**src/rltt_pkg.sv**
```systemverilog
// rltt_pkg: shared types, sizes and operation codes for the lru tag table
// depends on nothing; imported by every module of the block
`default_nettype none

package rltt_pkg;

    localparam int NUM_REGS  = 8;
    localparam int ADDR_BITS = 32;
    localparam int REG_W     = (NUM_REGS > 1) ? $clog2(NUM_REGS) : 1;

    typedef logic [REG_W-1:0]     t_reg_idx;
    typedef logic [ADDR_BITS-1:0] t_tag;

    typedef enum logic [2:0] {
        OP_LOOKUP   = 3'd0,
        OP_TAKE_LRU = 3'd1,
        OP_DROP     = 3'd2,
        OP_PROMOTE  = 3'd3,
        OP_BIND     = 3'd4
    } t_op;

    typedef struct packed {
        logic [2:0]  operation;
        logic [31:0] addr;
        logic        reorder;
        logic [2:0]  reg_sel;
    } t_in;

    typedef struct packed {
        logic [2:0] reg_num;
        logic       hit;
        logic [2:0] position;
        logic       error;
    } t_out;

    typedef struct packed {
        logic load_req;
        logic exec;
    } t_cmd;

    typedef enum logic {
        S_IDLE,
        S_EXEC
    } t_state;

endpackage

`default_nettype wire

```
**src/rltt_ctrl.sv**
```systemverilog
// rltt_ctrl: request sequencer and output handshake for the lru tag table
// depends on rltt_pkg; drives the command struct of rltt_dp
`default_nettype none

module rltt_ctrl (
    input  wire              i_clk,
    input  wire              i_rst_n,
    input  wire              i_in_valid,
    output logic             o_in_ready,
    output logic             o_out_valid,
    input  wire              i_out_ready,
    output rltt_pkg::t_cmd   o_cmd
);
    import rltt_pkg::*;

    t_state r_state, n_state;
    logic   r_out_valid, n_out_valid;

    always_ff @(posedge i_clk) begin
        if (!i_rst_n) begin
            r_state     <= S_IDLE;
            r_out_valid <= 1'b0;
        end else begin
            r_state     <= n_state;
            r_out_valid <= n_out_valid;
        end
    end

    always_comb begin
        n_state        = r_state;
        o_in_ready     = 1'b0;
        o_cmd.load_req = 1'b0;
        o_cmd.exec     = 1'b0;
        case (r_state)
            S_IDLE: begin
                o_in_ready = 1'b1;
                if (i_in_valid) begin
                    o_cmd.load_req = 1'b1;
                    n_state        = S_EXEC;
                end
            end
            S_EXEC: begin
                if (!r_out_valid || i_out_ready) begin
                    o_cmd.exec = 1'b1;
                    n_state    = S_IDLE;
                end
            end
            default: n_state = S_IDLE;
        endcase
        n_out_valid = o_cmd.exec | (r_out_valid & ~i_out_ready);
    end

    assign o_out_valid = r_out_valid;

`ifndef SYNTHESIS
    a_accept_to_exec: assert property (@(posedge i_clk) disable iff (!i_rst_n)
        (i_in_valid && o_in_ready) |=> (r_state == S_EXEC))
        else $error("accepted request did not enter execute");
    a_exec_gives_result: assert property (@(posedge i_clk) disable iff (!i_rst_n)
        o_cmd.exec |=> r_out_valid)
        else $error("executed request produced no result");
    a_no_overwrite: assert property (@(posedge i_clk) disable iff (!i_rst_n)
        (r_out_valid && !i_out_ready) |-> !o_cmd.exec)
        else $error("pending result overwritten");
    a_one_in_flight: assert property (@(posedge i_clk) disable iff (!i_rst_n)
        o_cmd.exec |-> !o_in_ready)
        else $error("request accepted while another executes");
`endif

endmodule

`default_nettype wire

```
**src/rltt_dp.sv**
```systemverilog
// rltt_dp: tag registers, valid bits, recency order, match logic, result register
// depends on rltt_pkg; sequenced by rltt_ctrl through the command struct
`default_nettype none

module rltt_dp (
    input  wire              i_clk,
    input  wire              i_rst_n,
    input  rltt_pkg::t_cmd   i_cmd,
    input  rltt_pkg::t_in    i_in_req,
    output rltt_pkg::t_out   o_out_res
);
    import rltt_pkg::*;

    t_in      r_req;
    t_out     r_res, n_res;
    t_tag     r_tag   [NUM_REGS];
    logic     r_valid [NUM_REGS];
    t_reg_idx r_order [NUM_REGS];
    t_reg_idx n_order [NUM_REGS];
    logic     n_valid [NUM_REGS];

    t_tag              w_addr;
    logic [NUM_REGS-1:0] w_reg_match;
    logic [NUM_REGS-1:0] w_slot_match;
    logic              w_found;
    t_reg_idx          w_slot;
    t_reg_idx          w_sel;
    logic              w_bind;

    assign w_addr = t_tag'(r_req.addr);
    assign w_sel  = t_reg_idx'(r_req.reg_sel);
    assign w_bind = i_cmd.exec && (r_req.operation == OP_BIND)
                    && (32'(r_req.reg_sel) < 32'(NUM_REGS));

    always_comb begin
        for (int k = 0; k < NUM_REGS; k++) begin
            w_reg_match[k] = r_valid[k] && (r_tag[k] == w_addr);
        end
        for (int s = 0; s < NUM_REGS; s++) begin
            w_slot_match[s] = w_reg_match[r_order[s]];
        end
    end

    // first match from the least-recent end
    always_comb begin
        w_found = 1'b0;
        w_slot  = '0;
        for (int s = NUM_REGS - 1; s >= 0; s--) begin
            if (w_slot_match[s]) begin
                w_found = 1'b1;
                w_slot  = t_reg_idx'(s);
            end
        end
    end

    always_comb begin
        logic     to_mru;
        logic     to_lru;
        t_reg_idx mv_slot;
        t_reg_idx mv_reg;
        to_mru  = 1'b0;
        to_lru  = 1'b0;
        mv_slot = '0;
        n_res   = '0;
        for (int k = 0; k < NUM_REGS; k++) begin
            n_valid[k] = r_valid[k];
        end
        case (r_req.operation)
            OP_LOOKUP: begin
                if (w_found) begin
                    n_res.reg_num  = 3'(r_order[w_slot]);
                    n_res.hit      = 1'b1;
                    n_res.position = 3'(w_slot);
                    mv_slot        = w_slot;
                end else begin
                    n_res.reg_num = 3'(r_order[0]);
                end
                to_mru = r_req.reorder;
            end
            OP_TAKE_LRU: begin
                n_res.reg_num = 3'(r_order[0]);
                to_mru        = r_req.reorder;
            end
            OP_DROP: begin
                if (w_found) begin
                    n_res.reg_num  = 3'(r_order[w_slot]);
                    n_res.hit      = 1'b1;
                    n_res.position = 3'(w_slot);
                    mv_slot        = w_slot;
                    to_lru         = 1'b1;
                    n_valid[r_order[w_slot]] = 1'b0;
                end
            end
            OP_PROMOTE: begin
                if (w_found) begin
                    n_res.reg_num  = 3'(r_order[w_slot]);
                    n_res.hit      = 1'b1;
                    n_res.position = 3'(w_slot);
                    mv_slot        = w_slot;
                    to_mru         = 1'b1;
                end else begin
                    n_res.error = 1'b1;
                end
            end
            OP_BIND: begin
                if (32'(r_req.reg_sel) < 32'(NUM_REGS)) begin
                    n_res.reg_num = r_req.reg_sel;
                    n_valid[w_sel] = 1'b1;
                end
            end
            default: n_res = '0;
        endcase

        mv_reg = r_order[mv_slot];
        for (int s = 0; s < NUM_REGS; s++) begin
            n_order[s] = r_order[s];
        end
        if (to_mru) begin
            for (int s = 0; s < NUM_REGS - 1; s++) begin
                if (t_reg_idx'(s) >= mv_slot) begin
                    n_order[s] = r_order[s + 1];
                end
            end
            n_order[NUM_REGS - 1] = mv_reg;
        end else if (to_lru) begin
            for (int s = 1; s < NUM_REGS; s++) begin
                if (t_reg_idx'(s) <= mv_slot) begin
                    n_order[s] = r_order[s - 1];
                end
            end
            n_order[0] = mv_reg;
        end
    end

    always_ff @(posedge i_clk) begin
        if (i_cmd.load_req) begin
            r_req <= i_in_req;
        end
        if (i_cmd.exec) begin
            r_res <= n_res;
        end
        if (w_bind) begin
            r_tag[w_sel] <= w_addr;
        end
    end

    always_ff @(posedge i_clk) begin
        if (!i_rst_n) begin
            for (int k = 0; k < NUM_REGS; k++) begin
                r_valid[k] <= 1'b0;
                r_order[k] <= t_reg_idx'(k);
            end
        end else if (i_cmd.exec) begin
            for (int k = 0; k < NUM_REGS; k++) begin
                r_valid[k] <= n_valid[k];
                r_order[k] <= n_order[k];
            end
        end
    end

    assign o_out_res = r_res;

endmodule

`default_nettype wire

```
**src/register_lru_tag_table_top.sv**
```systemverilog
// register_lru_tag_table_top: recency-ordered tag register table, top level
// depends on rltt_pkg, rltt_ctrl and rltt_dp
//
//   channel   direction  handshake                   payload
//   request   in         i_in_valid / o_in_ready     i_in_req   (t_in)
//   result    out        o_out_valid / i_out_ready   o_out_res  (t_out)
//
// each request is captured in the idle state; the execute state does the parallel tag compare
// and the single shift of the order registers, which loads the result register
// a result held by a stalled consumer holds the execute cycle, not the capture
// synchronous active-low reset: order is identity, all tags invalid
`default_nettype none

module register_lru_tag_table_top (
    input  wire              i_clk,
    input  wire              i_rst_n,
    input  wire              i_in_valid,
    output logic             o_in_ready,
    input  rltt_pkg::t_in    i_in_req,
    output logic             o_out_valid,
    input  wire              i_out_ready,
    output rltt_pkg::t_out   o_out_res
);
    import rltt_pkg::*;

    t_cmd w_cmd;

    rltt_ctrl u_ctrl (
        .i_clk       (i_clk),
        .i_rst_n     (i_rst_n),
        .i_in_valid  (i_in_valid),
        .o_in_ready  (o_in_ready),
        .o_out_valid (o_out_valid),
        .i_out_ready (i_out_ready),
        .o_cmd       (w_cmd)
    );

    rltt_dp u_dp (
        .i_clk     (i_clk),
        .i_rst_n   (i_rst_n),
        .i_cmd     (w_cmd),
        .i_in_req  (i_in_req),
        .o_out_res (o_out_res)
    );

endmodule

`default_nettype wire

```
**config.mk**
```make
export PLATFORM = sky130hd
export DESIGN_NAME = register_lru_tag_table_top
export DESIGN_NICKNAME = d
export VERILOG_FILES = /design/src/rltt_pkg.sv /design/src/rltt_ctrl.sv /design/src/rltt_dp.sv /design/src/register_lru_tag_table_top.sv
export SDC_FILE = /design/constraint.sdc
export NUM_CORES = 1
export LEC_CHECK = 0
export ABC_AREA = 0
export BUFFER_PORTS_ARGS = -buffer_cell sky130_fd_sc_hd__buf_2
export CORE_ASPECT_RATIO = 0.8
export CORE_MARGIN = 3
export CORE_UTILIZATION = 40
export CTS_BUF_LIST = sky130_fd_sc_hd__clkbuf_8
export DETAILED_ROUTE_END_ITERATION = 10
export PLACE_DENSITY = 0.54
export SLEW_MARGIN = 15
export SYNTH_ARGS = -nofsm -noshare
export SYNTH_HDL_FRONTEND = slang
export SYNTH_SLANG_ARGS = --single-unit
```
**constraint.sdc**
```tcl
create_clock -name i_clk -period 7.95 [get_ports i_clk]
set_clock_uncertainty 0.1 [all_clocks]
set_input_delay 0 -clock i_clk [delete_from_list [all_inputs] [get_ports i_clk]]
set_output_delay 0 -clock i_clk [all_outputs]
set_load 0.01 [all_outputs]
```
==> metrics.txt <==
status completed; HP Class input port to flip-flop; reg2reg path depth 13; CP endpoint kind flip-flop; Relative slew margins 18.70%; commonest non-fill, non-tap cell in the layout edfxtp_1; pwr dens 208.0 nW/µm²; post-layout util 47.83%; count of cell types in the netlist 71; Avg Inst Size Synth 13.17 µm²; Worst Setup Start Kind flip-flop; core box area 38920 µm²; FFs w/ async S/R, synth 0%; Worst-Margin Slew 1.208 ns; Port Buf Inserts 52; Worst R2R Setup Slack 1.70 ns; CP Data Arrival Time 6.46 ns; Worst setup endpoint u_dp.r_order[0][1]$_SDFFCE_PN0P_; io pins 53; time the worst path needs with I/O delays and setup 6.252 ns; placed wire-length estimate 29460 µm; antenna violation net count after detailed routing 0; Iter 0 DRT Violations 1220; Layout Area Growth over Synthesis 15.93%; flops & latches, synth 337; Tcrit/Tclk final 78.64%; WS Path Type flip-flop to flip-flop; P_leak 6.033 nW; global-route usage over all layers 21.18%; Peak VDD IR 0.1570 mV; drt drc 0; DIE WIDTH 230.0 µm; filler cell count 3561; hold_buf cts 80; Yosys Warn Count 0; R2R Path End u_dp.r_order[0][1]$_SDFFCE_PN0P_; Critical Path Source u_dp.w_addr[31]$_DFFE_PP_; post-synthesis instance total 1219; CP required 8.16 ns; mean number of vias per cell 5.414; routed wire length 44890 µm; Inserted Diodes 0; final setup vio count 0; origin of the critical flop-to-flop path u_dp.w_addr[31]$_DFFE_PP_; CTS tree done; Avg WL per Cell 23.32 µm; initial antenna violation count 2; Worst-path clk slew 0.06 ns; Root Buffer clkbuf_8; Fin. Hold Viols 0; Synth Flop Type edfxtp_1; Clock Path Buffers 3; row cnt 64; total CTS buffers 54; Die Y 185.2 µm; Layout Nets 1400; RSZ-0062 raised after global routing no; H-tree depth 2; worst skew pair latency 0.60 ns; placer congestion estimate 0.9229; routed via count 10420; register area share after synthesis 62.90%; Setup Fix Bufs, Post-CTS 0; CP Max Fanout 20; syn_nets 1262; setup TNS 0 ns; Max Freq 160.0 MHz; synthesized area 16060 µm²; post-CTS resize count 0; Slew Viols, Final 0; initial core utilization 41.26%; vias in the first global route 10010; Initial DRT Pass Iterations 5; MaxCap Viol Count 0; largest net degree at the start of global routing 40; most frequent cells in the layout edfxtp_1, xnor2_1, dlygate4sd3_1; Die Area 42600 µm²; share of cells above drive strength 1 12.88%; clock sinks 337; total gr overflow 0; Post-synth EDFFs 335; global-route wire length before repair 66700 µm
per-stage QoR:
| step | hold slack (ns) | power [mW] | cell area, µm² | setup WS [ns] | cells |
|---|---|---|---|---|---|
| floorplan | -0.001131 | 2.382 | 16060 | 3.452 | 1219 |
| global placement | 0.07587 | 2.528 | 16830 | 1.930 | 1748 |
| detailed placement | 0.07809 | 2.527 | 16840 | 1.737 | 1748 |
| CTS | 0.003007 | 3.908 | 18590 | 1.680 | 1924 |
| global route | 0.002805 | 4.044 | 18620 | 1.380 | 1925 |
| finish | 0.03432 | 3.873 | 18620 | 1.698 | 1925 |
Yosys cell counts, types with 22 or more instances:
library cell	instances	share of area, %
inv_1	22	0.51
edfxtp_1	335	63
clkbuf_1	32	0.75
a21oi_1	35	1.1
nand2_1	77	1.8
xor2_1	52	2.8
buf_2	30	0.93
xnor2_1	199	11
mux2i_1	23	1.4
nor2_1	65	1.5
nand4_1	59	2.3
nor4_1	25	0.97
routing by layer:
metal | up-vias | routed length [µm] | global-route usage, %
met5 | - | 13 | 0
met4 | 2 | 694 | 4.686
met3 | 54 | 3855 | 5.781
met2 | 406 | 18170 | 29.29
met1 | 5144 | 22160 | 32.89
li1 | 4816 | - | -
report_power, final:
part / switching, mW / internal (mW) / total [mW]
Combinational: 0.248 / 0.181 / 0.429
Sequential: 0.100 / 2.00 / 2.10
Clock: 0.680 / 0.664 / 1.34
Total: 1.03 / 2.84 / 3.87
cells by family after synthesis:
kind of cell,after synthesis,synth area share (%)
AND/OR/NAND/NOR,325,10.50
multiplexers,29,1.925
buffers and inverters,99,3.047
XOR/XNOR,251,13.69
flip-flops,337,62.90
AO/OA/AOI/OAI,178,7.940
worst max-delay path: stages (launching register included):
cell and delay [ns]:
edfxtp_1 0.66, xnor2_1 0.37, nand4_1 0.23, nor4_1 1.05, nand3_1 0.47, o221ai_1 0.30, a21oi_1 0.17, nor2_1 0.24
o21ai_0 0.27, nor2_2 0.78, nand2_2 0.32, mux2_2 0.37, a2111oi_0 0.52, nor2_1 0.10
sequential cells by signal, indices dropped and copies added (netlist names):
| register | cells |
|---|---|
| u_dp.r_tag | 256 |
| u_dp.o_out_res | 8 |
| u_ctrl.o_out_valid | 1 |
| u_dp.w_sel | 3 |
| u_dp.r_req | 4 |
| u_dp.r_valid | 8 |
| u_dp.w_addr | 32 |
| u_dp.r_order | 24 |
| u_ctrl.r_state | 1 |
layout make-up:
| type | count | area [µm²] | share of cell area [%] |
|---|---|---|---|
| inverters | 22 | 82.58 | 0.4436 |
| multi-input cells | 783 | 5538 | 29.75 |
| repair buffers | 159 | 1284 | 6.896 |
| flip-flops and latches | 337 | 10100 | 54.25 |
| well taps | 528 | 660.6 | 3.549 |
| clock inverters | 42 | 207.7 | 1.116 |
| clock buffers | 54 | 743.2 | 3.992 |
how the worst min path moves through the flow:
stage	start	end	slack [ns]	cells past startpoint
after floorplan	i_in_req[36]	u_dp.r_req[36]$_DFFE_PP_	-0.001	0
after global placement	i_in_req[0]	u_dp.w_sel[0]$_DFFE_PP_	0.08	1
after detailed placement	i_in_req[0]	u_dp.w_sel[0]$_DFFE_PP_	0.08	1
after CTS	i_in_req[38]	u_dp.r_req[38]$_DFFE_PP_	0.003	2
after global routing	i_in_req[38]	u_dp.r_req[38]$_DFFE_PP_	0.003	2
final	i_in_req[38]	u_dp.r_req[38]$_DFFE_PP_	0.03	2
(Power assumes the default switching activity.)
